**config.mk**
```make
export PLATFORM = sky130hd
export DESIGN_NAME = mwsk_cordic_cell
export DESIGN_NICKNAME = d
export VERILOG_FILES = /design/src/rtl/core/mwsk_pkg.sv /design/src/rtl/core/mwsk_cordic_cell.sv
export SDC_FILE = /design/constraint.sdc
export NUM_CORES = 1
export LEC_CHECK = 0
export ABC_AREA = 0
export ABC_CLOCK_PERIOD_IN_PS = 800
export CAP_MARGIN = 20
export CORE_MARGIN = 4
export CORE_UTILIZATION = 42
export DETAILED_ROUTE_END_ITERATION = 10
export DONT_BUFFER_PORTS = 1
export GPL_TIMING_DRIVEN = 1
export REMOVE_ABC_BUFFERS = 1
export SLEW_MARGIN = 20
export SYNTH_ARGS = -nofsm -noshare
export SYNTH_HDL_FRONTEND = slang
export SYNTH_SLANG_ARGS = --single-unit
export TNS_END_PERCENT = 100
```
**constraint.sdc**
```tcl
create_clock -name clk_i -period 0.8 [get_ports clk_i]
set_input_delay 0.12 -clock clk_i [delete_from_list [all_inputs] [get_ports clk_i]]
set_output_delay 0.12 -clock clk_i [all_outputs]
set_load 0.02 [all_outputs]
```
**src/rtl/core/mwsk_pkg.sv**
```systemverilog
`timescale 1ns / 1ps
`default_nettype none

package mwsk_pkg;

  // field and datapath widths
  localparam int VelW    = 16;
  localparam int CordW   = 27;  // rotation vector, velocity times 256 plus growth
  localparam int AngW    = 32;  // angle accumulator, 32 bits per turn
  localparam int GainW   = 17;
  localparam int YawW    = 33;
  localparam int SumW    = 37;  // wheel sum at Q.28
  localparam int ProdW   = 54;  // wheel sum times inverse radius at Q.36
  localparam int RndW    = 26;
  localparam int WheelW  = 24;
  localparam int CfgIdxW = 1;

  // 1/K of the rotation, Q0.16
  localparam logic signed [GainW-1:0] GainInv = 17'sd39797;

  localparam logic signed [RndW-1:0] WheelMax = 26'sd8388607;
  localparam logic signed [RndW-1:0] WheelMin = -26'sd8388608;

  typedef enum logic [CfgIdxW-1:0] {
    CfgLeverLength   = 1'b0,
    CfgInverseRadius = 1'b1
  } cfg_idx_e;

  // one beat moving down the rotation chain
  typedef struct packed {
    logic                    valid;
    logic signed [CordW-1:0] x;
    logic signed [CordW-1:0] y;
    logic signed [AngW-1:0]  z;
    logic signed [VelW-1:0]  wz;
  } cordic_beat_t;

  // arctangent of 2^-idx, 32 bits per turn, rounded to nearest
  function automatic logic signed [AngW-1:0] atan_turn32(input int idx);
    logic signed [AngW-1:0] a;
    case (idx)
      0:       a = 32'sd536870912;
      1:       a = 32'sd316933406;
      2:       a = 32'sd167458907;
      3:       a = 32'sd85004756;
      4:       a = 32'sd42667331;
      5:       a = 32'sd21354465;
      6:       a = 32'sd10679838;
      7:       a = 32'sd5340245;
      8:       a = 32'sd2670163;
      9:       a = 32'sd1335087;
      10:      a = 32'sd667544;
      11:      a = 32'sd333772;
      12:      a = 32'sd166886;
      13:      a = 32'sd83443;
      14:      a = 32'sd41722;
      15:      a = 32'sd20861;
      16:      a = 32'sd10430;
      17:      a = 32'sd5215;
      18:      a = 32'sd2608;
      19:      a = 32'sd1304;
      20:      a = 32'sd652;
      21:      a = 32'sd326;
      22:      a = 32'sd163;
      23:      a = 32'sd81;
      default: a = '0;
    endcase
    return a;
  endfunction

endpackage

`default_nettype wire

```
**src/rtl/core/mwsk_cordic_cell.sv**
```systemverilog
`timescale 1ns / 1ps
`default_nettype none

module mwsk_cordic_cell #(
  parameter int Shift = 0
) (
  input  wire                   clk_i,
  input  wire                   rst_ni,
  input  wire                   en_i,
  input  mwsk_pkg::cordic_beat_t beat_i,
  output mwsk_pkg::cordic_beat_t beat_o
);
  import mwsk_pkg::*;

  localparam logic signed [AngW-1:0] Atan = atan_turn32(Shift);

  cordic_beat_t            beat_d, beat_q;
  logic signed [CordW-1:0] dx, dy;

  // one micro-rotation, direction from the sign of the residual angle
  always_comb begin
    dx     = beat_i.y >>> Shift;
    dy     = beat_i.x >>> Shift;
    beat_d = beat_i;
    if (!beat_i.z[AngW-1]) begin
      beat_d.x = beat_i.x - dx;
      beat_d.y = beat_i.y + dy;
      beat_d.z = beat_i.z - Atan;
    end else begin
      beat_d.x = beat_i.x + dx;
      beat_d.y = beat_i.y - dy;
      beat_d.z = beat_i.z + Atan;
    end
  end

  always_ff @(posedge clk_i or negedge rst_ni) begin
    if (!rst_ni) begin
      beat_q.valid <= 1'b0;
    end else if (en_i) begin
      beat_q <= beat_d;
    end
  end

  assign beat_o = beat_q;

endmodule

`default_nettype wire

```
Word-level counts from Yosys, hierarchy flattened

Index checks and enable logic that the tools add are counted.

$add $sub $neg: 5
Mux-type cells: 1
Reductions and logical operators: 1

Operators by type and width:

| operator                                                               | count |
|---|---|
| 86-bit 2-to-1 mux                                                      | 1 |
| 27-bit subtractor                                                      | 2 |
| 32-bit by 31-bit adder with 32-bit output (second input constant)      | 1 |
| 32-bit by 31-bit subtractor with 32-bit output (second input constant) | 1 |
| 27-bit adder                                                           | 1 |
| 2-bit AND reduction                                                    | 1 |

Bits in registers: 103
Input bits: 106
Logic and storage cells: 12

Longest topological paths before layout

Word-level depth: 2
Mapped depth: 11
Gate-level depth less buffers: 11

Worst setup path after synthesis

Ideal clock, no wire load.

Path type: input -> register
Start point: in en_i
End point: reg beat_q, in the netlist beat_o[0] (enable)
Library setup time: 471 ps
Arrival: 2,451 ps
Data required time: 329 ps
Path slack: -2,122 ps
Cell stages on the path: 1
Path through: and2_1

Word-level cells in the longest chain between the ends: 1

Ends and longest elaborated chain:

| element                       | RTL line               | RTL |
|---|---|---|
| start, declared               | mwsk_cordic_cell.sv:9  | `input wire en_i,` |
| 2-bit AND reduction (no line) | -                      |  |
| end signal, assigned          | mwsk_cordic_cell.sv:40 | `beat_q <= beat_d;` |
| end, declared                 | mwsk_cordic_cell.sv:17 | `cordic_beat_t beat_d, beat_q;` |

No other way between the ends.
A chain may end at the register's enable or synchronous reset.

==> flow_summary.ini <==
[timing]
worst_slew_pin_slew_ns = 0.6361
tns_ns = -66.55
setup_viol = 156
hold_viol = 0
setup_ws_ns = -1.341
fin_skew_ns = 0
slew_headroom = 0.5715
rsz0062_at_grt = true
clock.fmax_mhz = 467.1
slew_viol_final = 0
fin_worst_hold_slack_ns = 0.02578
period_minus_slack_ns = 2.141
fin_crit_sh = 2.676

[placed_design]
place_congestion = 0.9535
portBuffers = 0
dp_hpwl_um = 19240
placedInstanceArea_sq_mm = 0.009455

[pwr]
intPower_w = 0.01221
seqPwrFrac = 0.401
p_sw_w = 0.006346
p_clk_frac = 0.231
p_total_w = 0.01856
switching_share = 0.3419
p_per_area_mw_per_mm2 = 1589
power_leakage_nw = 4.817
pwr-share-comb = 0.368
ir_drop_mv = 1.349

[logic_synthesis]
synth.top_cells.by_area = edfxtp_1 (40%), ha_1 (13%), a21oi_1 (6.0%)
yosys.cell_count.top_type = edfxtp_1
synth_top_area_share = 0.3965
syn-instance-count = 808
yosys-top-cells-count = edfxtp_1 (101), a21oi_1 (92), inv_1 (83), ha_1 (78), nor2_1 (61)
ys_ff_latch = 102
synth_edf_count = 101
yosysTopAreaCell = edfxtp_1
netlist_area_sq_mm = 0.007649
yosysSeqAreaShare = 0.3998
synth_cell_types = 73
avgSynthCellArea_sq_um = 9.466
async_flop_share = 0.009804
yosys_warnings = 0
synthFlopType = edfxtp_1

[floorplanning]
fp.dieW_um = 142.9
num_rows = 49
start_util = 0.4258
core_sq_mm = 0.01796
io_pins = 209
die_h_um = 142.9
die_area_sq_mm = 0.02043

[setup_path]
slowest_stage = fa_2
cp-startpoint = beat_i[75]
critPathMostFrequentCell = a21oi_1
crit_type = input port to flop
worstPathCellList = inv_8 > ha_4 > fa_2 > and2b_2 > o2111ai_4 > and4_4 > o31a_1 > buf_4 > o31ai_4 > a21oi_1 > a21oi_1 > xnor2_1
r2r-end = beat_o[102]$_DFFE_PN0P_
arrival_ns = 2.23
endpoint_kind = flop
critPathMaxStageDelay_ns = 0.35
r2r-start = beat_o[102]$_DFFE_PN0P_
path_max_fanout = 3
r2r_slack_ns = 0.01
reg2reg_depth = 1
start_kind = input port
critPathRequiredTime_ns = 0.89

[route]
avgRoutedWirePerCell_um = 19.65
postRouteAntennaNets = 0
wirelength_um = 25790
initialDrtViolationCount = 464
drcViolationCount = 0
vias = 7206
drt_pass1_iterations = 5
routed_via_density = 5.488

[min_path]
hold_class = input port to flop
hold_start = beat_i[46]
min_to = beat_o[46]$_DFFE_PP_
whs_path_depth = 1

[clocking]
cts_inserted_buffers = 9
htreeDepth = 3
clkLatencyLatePin_ns = 0.34
clock_path_buffers = 2
numClockSinks = 102
tritoncts = done
cts_root_buf = clkbuf_16
clk_pin_slew_ns = 0.07

[grt]
antenna_found_initial = 0
grt_pass1_vias = 7072
overflow = 0
grt_pass1_wl_um = 38160
grt_use_total = 0.2371
grt_max_degree = 66

[final_layout]
antenna_cells = 0
syn2layout_area_growth_pct = 52.74
layout.nets = 1267
post_route_cells_drive_above_1_share = 0.4050
final_cell_area_sq_mm = 0.01168
largest_reg_flops = 102

[flow_run]
cap_violations = 0

[run_status]
violations = setup timing
status = finished, violations left
[worst max-delay path by stage]
stage	slack, ns	end	cells past startpoint
6_report	-1.34	beat_o[97]$_DFFE_PP_	12
3_3_place_gp	-1.83	beat_o[101]$_DFFE_PP_	10
2_1_floorplan	-2.12	beat_o[0]$_DFFE_PP_	1
5_1_grt	-1.43	beat_o[101]$_DFFE_PP_	11
3_5_place_dp	-1.87	beat_o[101]$_DFFE_PP_	10
4_1_cts	-1.32	beat_o[97]$_DFFE_PP_	12
[kinds of logic (layout without fill, tap and decap cells)]
family / count (synthesis) / count (layout) / share of synthesized area
buf+inv: 121 / 397 / 0.06331
flops: 102 / 102 / 0.3998
xor+xnor: 50 / 50 / 0.05726
fa+ha+maj: 82 / 82 / 0.1381
simple gates: 185 / 185 / 0.1142
compound gates: 263 / 263 / 0.2207
mux: 5 / 5 / 0.006707
[placed cells by master, fill, tap and decap left out, types with 8 or more instances in the layout]
cell type | Yosys | routed
xnor2_2 | 0 | 15
o21ai_2 | 1 | 13
a21o_1 | 10 | 10
o211ai_1 | 11 | 11
ha_4 | 0 | 14
ha_1 | 78 | 59
o21a_1 | 8 | 8
o21ai_0 | 49 | 31
edfxtp_1 | 101 | 101
dlygate4sd3_1 | 0 | 51
inv_1 | 83 | 74
xnor2_1 | 43 | 28
o21bai_1 | 14 | 11
clkbuf_16 | 0 | 9
buf_6 | 1 | 18
nor2_1 | 61 | 50
nand2_1 | 42 | 40
nand3_1 | 13 | 11
nor3_1 | 17 | 13
a21oi_2 | 1 | 21
a21oi_1 | 92 | 65
o21ai_1 | 9 | 10
buf_4 | 2 | 221
[area by class of cell]
type | count | area, sq um
Clock buffer | 9 | 225.2
Clock inverter | 7 | 73.82
Fill cell | 1411 | 6281
Inverter | 86 | 377.9
Multi-Input combinational cell | 585 | 5189
Sequential cell | 102 | 3058
Tap cell | 229 | 286.5
Timing Repair Buffer | 295 | 2472
[critical path: cells and delay by family]
family	cells	cell delay, ns
adders and majority gates	2	0.50
and+or+nand+nor	2	0.45
buffers and inverters	2	0.18
xor gates and xnor gates	1	0.10
AOI/OAI and AO/OA	5	0.90
[power groups by stage]
| stage | Clock (W) | Sequential (W) | Combinational, W |
|---|---|---|---|
| floorplan | 0 | 0.00746 | 0.00279 |
| global placement | 0 | 0.00757 | 0.00505 |
| detailed placement | 0 | 0.00758 | 0.00509 |
| CTS | 0.00438 | 0.00746 | 0.00617 |
| global route | 0.00460 | 0.00749 | 0.00730 |
| finish | 0.00429 | 0.00745 | 0.00683 |
[per-layer routing]
metal  track usage  vias to the layer above  wire (um)  share of wire
met5             0                        -          0              0
met4       0.07254                        0        703          0.027
met3       0.04789                       46       2024          0.078
met2        0.3813                      307      12160           0.47
met1        0.3238                     3404      10900           0.42
li1              -                     3449          -              -
[through the flow]
stage	setup slack [ns]	cells	utilization
4_1_cts	-1.318	1304	0.6250
3_3_place_gp	-1.826	1219	0.5264
2_1_floorplan	-2.122	773	-
5_1_grt	-1.426	1313	0.6503
6_report	-1.341	1313	0.6503
3_5_place_dp	-1.875	1219	0.5264
[timing repair]
action / in CTS / in global routing
endpoints found under the hold margin: 49 / 0
gates cloned: 0 / 0
buffers inserted: 22 / 16
gates resized for setup: 179 / 82
pin swaps: 72 / 73
hold buffers: 51 / 0
setup endpoints to repair: 155 / 157
No activity file was read; power rests on OpenSTA's default activity.
