File: config.mk
export PLATFORM = sky130hd
export DESIGN_NAME = mwsk_wheel_lane
export DESIGN_NICKNAME = d
export VERILOG_FILES = /design/src/rtl/core/mwsk_pkg.sv /design/src/rtl/core/mwsk_wheel_lane.sv
export SDC_FILE = /design/constraint.sdc
export NUM_CORES = 2
export LEC_CHECK = 0
export BUFFER_PORTS_ARGS = -buffer_cell sky130_fd_sc_hd__buf_2
export CORE_UTILIZATION = 57
export DETAILED_ROUTE_END_ITERATION = 8
export GPL_TIMING_DRIVEN = 0
export PLACE_DENSITY_LB_ADDON = 0.15
export SLEW_MARGIN = 20
export SYNTH_ARGS = -nofsm -noshare
export SYNTH_HDL_FRONTEND = slang
export SYNTH_SLANG_ARGS = --single-unit
export TNS_END_PERCENT = 5
File: constraint.sdc
create_clock -name clk_i -period 6.3 [get_ports clk_i]
set_input_delay 0.63 -clock clk_i [delete_from_list [all_inputs] [get_ports clk_i]]
set_output_delay 0.63 -clock clk_i [all_outputs]
set_load 0.005 [all_outputs]
File: src/rtl/core/mwsk_pkg.sv
`timescale 1ns / 1ps
`default_nettype none

package mwsk_pkg;

  // field and datapath widths
  localparam int VelW    = 16;
  localparam int CordW   = 27;  // rotation vector, velocity times 256 plus growth
  localparam int AngW    = 32;  // angle accumulator, 32 bits per turn
  localparam int GainW   = 17;
  localparam int YawW    = 33;
  localparam int SumW    = 37;  // wheel sum at Q.28
  localparam int ProdW   = 54;  // wheel sum times inverse radius at Q.36
  localparam int RndW    = 26;
  localparam int WheelW  = 24;
  localparam int CfgIdxW = 1;

  // 1/K of the rotation, Q0.16
  localparam logic signed [GainW-1:0] GainInv = 17'sd39797;

  localparam logic signed [RndW-1:0] WheelMax = 26'sd8388607;
  localparam logic signed [RndW-1:0] WheelMin = -26'sd8388608;

  typedef enum logic [CfgIdxW-1:0] {
    CfgLeverLength   = 1'b0,
    CfgInverseRadius = 1'b1
  } cfg_idx_e;

  // one beat moving down the rotation chain
  typedef struct packed {
    logic                    valid;
    logic signed [CordW-1:0] x;
    logic signed [CordW-1:0] y;
    logic signed [AngW-1:0]  z;
    logic signed [VelW-1:0]  wz;
  } cordic_beat_t;

  // arctangent of 2^-idx, 32 bits per turn, rounded to nearest
  function automatic logic signed [AngW-1:0] atan_turn32(input int idx);
    logic signed [AngW-1:0] a;
    case (idx)
      0:       a = 32'sd536870912;
      1:       a = 32'sd316933406;
      2:       a = 32'sd167458907;
      3:       a = 32'sd85004756;
      4:       a = 32'sd42667331;
      5:       a = 32'sd21354465;
      6:       a = 32'sd10679838;
      7:       a = 32'sd5340245;
      8:       a = 32'sd2670163;
      9:       a = 32'sd1335087;
      10:      a = 32'sd667544;
      11:      a = 32'sd333772;
      12:      a = 32'sd166886;
      13:      a = 32'sd83443;
      14:      a = 32'sd41722;
      15:      a = 32'sd20861;
      16:      a = 32'sd10430;
      17:      a = 32'sd5215;
      18:      a = 32'sd2608;
      19:      a = 32'sd1304;
      20:      a = 32'sd652;
      21:      a = 32'sd326;
      22:      a = 32'sd163;
      23:      a = 32'sd81;
      default: a = '0;
    endcase
    return a;
  endfunction

endpackage

`default_nettype wire

File: src/rtl/core/mwsk_wheel_lane.sv
`timescale 1ns / 1ps
`default_nettype none

module mwsk_wheel_lane #(
  parameter bit NegYaw = 1'b0,
  parameter bit NegVy  = 1'b0
) (
  input  wire                                     clk_i,
  input  wire                                     en_i,
  input  wire signed [mwsk_pkg::CordW-1:0]        vxb_i,
  input  wire signed [mwsk_pkg::CordW-1:0]        vyb_i,
  input  wire signed [mwsk_pkg::YawW-1:0]         yaw_i,
  input  wire        [15:0]                       inv_radius_i,
  output logic signed [mwsk_pkg::WheelW-1:0]      speed_o,
  output logic                                    clip_o
);
  import mwsk_pkg::*;

  localparam logic signed [ProdW-1:0] RoundHalf = 54'sd134217728;

  logic signed [SumW-1:0]   vx_e, vy_e, yaw_e;
  logic signed [SumW-1:0]   sum_d, sum_q;
  logic signed [ProdW-1:0]  prod_d, prod_q, rnd_full;
  logic signed [RndW-1:0]   rnd;
  logic signed [WheelW-1:0] speed_d, speed_q;
  logic                     clip_d, clip_q;

  // wheel sum at Q.28
  always_comb begin
    vx_e  = SumW'($signed({vxb_i, 8'h00}));
    vy_e  = SumW'($signed({vyb_i, 8'h00}));
    yaw_e = SumW'(yaw_i);
    sum_d = vx_e + (NegVy ? -vy_e : vy_e) + (NegYaw ? -yaw_e : yaw_e);
  end

  // scale by inverse radius
  assign prod_d = sum_q * $signed({1'b0, inv_radius_i});

  // round half up to Q16.8 and saturate
  always_comb begin
    rnd_full = prod_q + RoundHalf;
    rnd      = rnd_full[ProdW-1:ProdW-RndW];
    clip_d   = 1'b0;
    speed_d  = rnd[WheelW-1:0];
    if (rnd > WheelMax) begin
      speed_d = WheelMax[WheelW-1:0];
      clip_d  = 1'b1;
    end else if (rnd < WheelMin) begin
      speed_d = WheelMin[WheelW-1:0];
      clip_d  = 1'b1;
    end
  end

  always_ff @(posedge clk_i) begin
    if (en_i) begin
      sum_q   <= sum_d;
      prod_q  <= prod_d;
      speed_q <= speed_d;
      clip_q  <= clip_d;
    end
  end

  assign speed_o = speed_q;
  assign clip_o  = clip_q;

endmodule

`default_nettype wire

# After elaboration in Yosys (flattened, before gate mapping)
# Index checks and enable logic that the tools add are counted.
# classes
add_sub_neg,3
mul,1
magnitude_cmp,2
n_mux,2
# ops
cell,count
"adder 54 x 29 -> 54 bit, second input constant",1
multiplier 37 x 17 -> 54 bit,1
adder 36 x 33 -> 37 bit,1
adder 35 x 35 -> 36 bit,1
"greater-than comparator 26 x 24 -> 1 bit, second input constant",1
"less-than comparator 26 x 24 -> 1 bit, second input constant",1
two-way mux 24 bit,1
two-way mux 1 bit,1
# word_totals
regBits,116
input_bits,105
output_inout_bits,25
wordCells,12

# Longest topological paths before layout
# depth
depth_word,3
mapped_depth,25
depth_no_buf,23

# Worst setup path after synthesis
# No wires, ideal clock.
# synth_path
path_type,in2reg
startpoint,input port inv_radius_i[10]
endpoint,"register prod_q[50], data pin"
setup_ps,259
arrival_time_ps,6402
required_time_ps,6041
path_slack_ps,-361
stages,24
path_buffers,2
path_cell_list,clkbuf_1 > clkbuf_1 > nand2_1 > fa_1 > inv_1 > fa_1 > inv_1 > fa_1 > inv_1 > fa_1 > fa_1 > inv_1 > fa_1 > inv_1 > ha_1 > nand2_1 > o21ai_0 > a2111oi_0 > o21ai_0 > a221oi_2 > a21oi_1 > nor2b_1 > o21ai_0 > xnor2_1
# synth_via
elab_chain_len,1
# synth_lines
element,line,text
from (decl),mwsk_wheel_lane.sv:13,"input wire [15:0] inv_radius_i,"
multiplier 37 x 17 -> 54 bit,mwsk_wheel_lane.sv:37,"assign prod_d = sum_q * $signed({1'b0, inv_radius_i});"
via prod_d[50],mwsk_wheel_lane.sv:23,"logic signed [ProdW-1:0] prod_d, prod_q, rnd_full;"
to (signal assigned),mwsk_wheel_lane.sv:57,prod_q <= prod_d;
to (decl),mwsk_wheel_lane.sv:23,
# The timed path passes the listed nets, and every way through them passes these cells.
# A chain may end at the register's enable or synchronous reset.

# Worst setup path after layout
# layout_path
startpoint,register sum_q[12]
endpoint,"register prod_q[48], data pin"
# layout_via
elab_chain_len,1
# layout_lines
element,line,text
from (decl),mwsk_wheel_lane.sv:22,"logic signed [SumW-1:0] sum_d, sum_q;"
from (signal assigned),mwsk_wheel_lane.sv:56,sum_q <= sum_d;
multiplier 37 x 17 -> 54 bit,mwsk_wheel_lane.sv:37,
via prod_d[48],mwsk_wheel_lane.sv:23,
# The timed path passes the listed nets, and every way through them passes these cells.

==> run_results.csv <==
group,metric,value,unit
status,status,"finished with violations",
status,violations,"setup timing",
final_layout,final_common_cell,"inv_1",
job,maxCapViolCount,0,
routing,viasPerCell,5.51,
final_layout,nFillCells,3502,
synthesis,synth_compound_gate_area_share,5.86,%
die,die_x,212,um
sta,worst_slack,-95.4,ps
setup_path,crit_path_max_fanout,10,
die,rows,76,
sta,period_minus_slack,6400,ps
synthesis,synth_top_area_share,46.5,%
setup_path,worst_ep_arrival_time,6530,ps
final_layout,area.growth.synth_to_final,14.6,%
routing,drtIter0Drc,1483,
sta,setup_violations,18,
sta,tightest_slew,661,ps
global_routing,grt_max_degree,58,
routing,drt_wl_total,71.0,mm
sta,finalHoldViolations,0,
routing,drc_errors,0,
die,start_util,58.1,%
sta,rsz0062_at_grt,"true",
synthesis,avgSynthCellArea,9.42,sq um
setup_path,cp-end-kind,"flop",
setup_path,critPathKind,"reg -> reg",
die,io_pins,130,
routing,vias,19207,
place,hpwl,56.8,mm
routing,drtPass1Iterations,8,
routing,ant_nets,0,
routing,routedWlPerCell,20.4,um
sta,worst_clock_skew,12.8,ps
setup_path,crit_family,"adder cells",
setup_path,critPathLaunch,"sum_q[12]",
cts,ctsRootBufferMaster,"clkbuf_16",
synthesis,synth_largest_area_cell,"fa_1",
setup_path,cp_num_cells,22,
place,dp_cells,3379,
cts,clk_pin_slew,70,ps
cts,holdBufCountCts,0,
synthesis,netlist_area,25200,sq um
sta,fmax,156,MHz
final_layout,final_cell_mix,"642 x inv_1, 563 x fa_1, 408 x nand2_1, 209 x and2_1, 129 x ha_1",
setup_path,r2r_start,"sum_q[12]",
global_routing,grt_use_total,33.9,%
global_routing,grt_pass1_wl,113,mm
synthesis,synth_xor_area_share,2.85,%
sta,drv_slew,0,
synthesis,synthFlopType,"edfxtp_1",
die,die_y,212,um
synthesis,async_flop_share,0,%
synthesis,ys_types,65,
setup_path,rr_worst_depth,22,
global_routing,overflow,0,
final_layout,final_layout_size_suffix_gt1_share,16.5,%
synthesis,syn_nets,3518,
synthesis,synth_edf_count,89,
final_layout,multi_input_area,20300,sq um
place,dpl_cell_area,26700,sq um
sta,fin_crit_sh,102,%
global_routing,grt_pass1_vias,21323,
cts,cts_sinks,89,
setup_path,worstSetupStartpointType,"flop",
die,core-area,43400,sq um
min_path,min_path_type,"in -> reg",
setup_path,crit_buf_inv,5,
cts,htreeDepth,3,
cts,cts_made_buffers,9,
place,port_buffers,118,
synthesis,syn_inst,2675,
place,gp_congestion,0.978,
die,die_area,45100,sq um
setup_path,crit_chain,"clkbuf_8 -> nand2_1 -> fa_1 -> inv_1 -> fa_1 -> fa_1 -> fa_2 -> fa_1 -> inv_1 -> fa_1 -> inv_2 -> ha_4 -> nand4_1 -> nor4_4 -> nand3_1 -> o211a_4 -> a21oi_4 -> a21oi_4 -> buf_4 -> nand4_1 -> nand2_1 -> xnor2_1",
cts,cts_buffer_depth,2,
synthesis,synth_warnings,0,
setup_path,max_stage_delay,570,ps
final_layout,fin_cells,3488,
sta,holdWs,424,ps
setup_path,endpoint,"prod_q[48]",
setup_path,required,6430,ps
synthesis,synth_fa_ha_area_share,54.1,%
sta,timing.slew.headroom,55.9,%
setup_path,crit_top_cell,"fa_1",
place,dp_slack,-1650,ps
cts,insertion_delay,380,ps
setup_path,r2r-end,"prod_q[48]",
final_layout,nets,3735,
synthesis,synthTopCellsByArea,"fa_1 46%, edfxtp_1 11%, inv_1 9.9%",
synthesis,muxShareOfSynthArea,0,%
setup_path,cp_slowest_cell,"fa_1",
synthesis,synth_seq_area_share,10.6,%
global_routing,grt_antenna_before_repair,0,
synthesis,synth_top_family_by_area,"adder cells",
synthesis,synthSimpleGateAreaFrac,15.0,%
final_layout,regArea,2670,sq um
setup_path,rrSetupSlack,-100,ps
cts,cts_tree,"yes",
final_layout,fin_area,28900,sq um
synthesis,synth-seq-cells,89,
state kept, by name (all words and copies together), names as in the netlist:
register  cells
clip_o        1
prod_q       27
speed_o      24
sum_q        37
metrics by stage:
stage,TNS (ps),utilization [%]
floorplan,-35.1,-
global placement,-31620,61.4
detailed placement,-33910,61.5
CTS,-75.4,65.8
global route,-3900,66.6
finish,-733,66.6
repair_timing:
item	in CTS	in global routing
resized for setup	264	93
endpoints found under the setup margin	27	23
setup buffers	77	19
pin swaps	67	74
cell type report:
type	instances	area share [%]
sequential	89	9.25
antenna	6	0.0520
inverter	663	8.61
tap	585	2.53
clock inverter	7	0.208
buffer	101	3.41
clock buffer	9	0.780
multi-input combinational	1814	70.1
timing repair buffer	214	5.05
synth_stat cells (11+ instances only):
master,instances
a21o_1,24
a21oi_1,64
and2_1,220
clkbuf_1,104
edfxtp_1,89
fa_1,585
ha_1,153
inv_1,663
nand2_1,411
nand3_1,20
nand4_1,23
nor2_1,42
nor2b_1,11
o21a_1,12
o21ai_0,38
o21ai_2,18
xnor2_1,53
xor2_1,29
how the worst min path moves through the flow:
stage,startpoint,endpoint,slack (ps),cells past startpoint
2_1_floorplan,prod_q[49],speed_o[21],600,2
3_3_place_gp,prod_q[43],speed_o[15],660,2
3_5_place_dp,prod_q[35],speed_o[7],670,2
4_1_cts,yaw_i[7],sum_q[7],410,1
5_1_grt,yaw_i[4],sum_q[4],410,1
6_report,yaw_i[4],sum_q[4],420,1
logic make-up after synthesis:
| family | after synthesis |
|---|---|
| buf+inv | 772 |
| simple gates | 773 |
| fa+ha+maj | 738 |
| compound gates | 221 |
| xor+xnor | 82 |
| flops | 89 |
metal layers:
layer / vias up / GRT usage (%) / part of all wire, %
met4: 0 / 19.4 / 6.3
met5: - / 0 / 0
met2: 906 / 58.0 / 49
li1: 8383 / - / -
met1: 9668 / 40.1 / 36
met3: 250 / 6.59 / 8.4
worst register-to-register path, stage by stage, from the launching register on:
cell and delay [ps]:
edfxtp_1 490, clkbuf_8 250, nand2_1 100, fa_1 550, inv_1 60, fa_1 480
fa_1 570, fa_2 450, fa_1 520, inv_1 50, fa_1 480, inv_2 70
ha_4 290, nand4_1 190, nor4_4 410, nand3_1 160, o211a_4 300, a21oi_4 220
a21oi_4 100, buf_4 150, nand4_1 80, nand2_1 80, xnor2_1 130
Power is left out: the tool's default activity adds up to more than one toggle a clock period on the data nets, which glitch-free logic cannot reach.
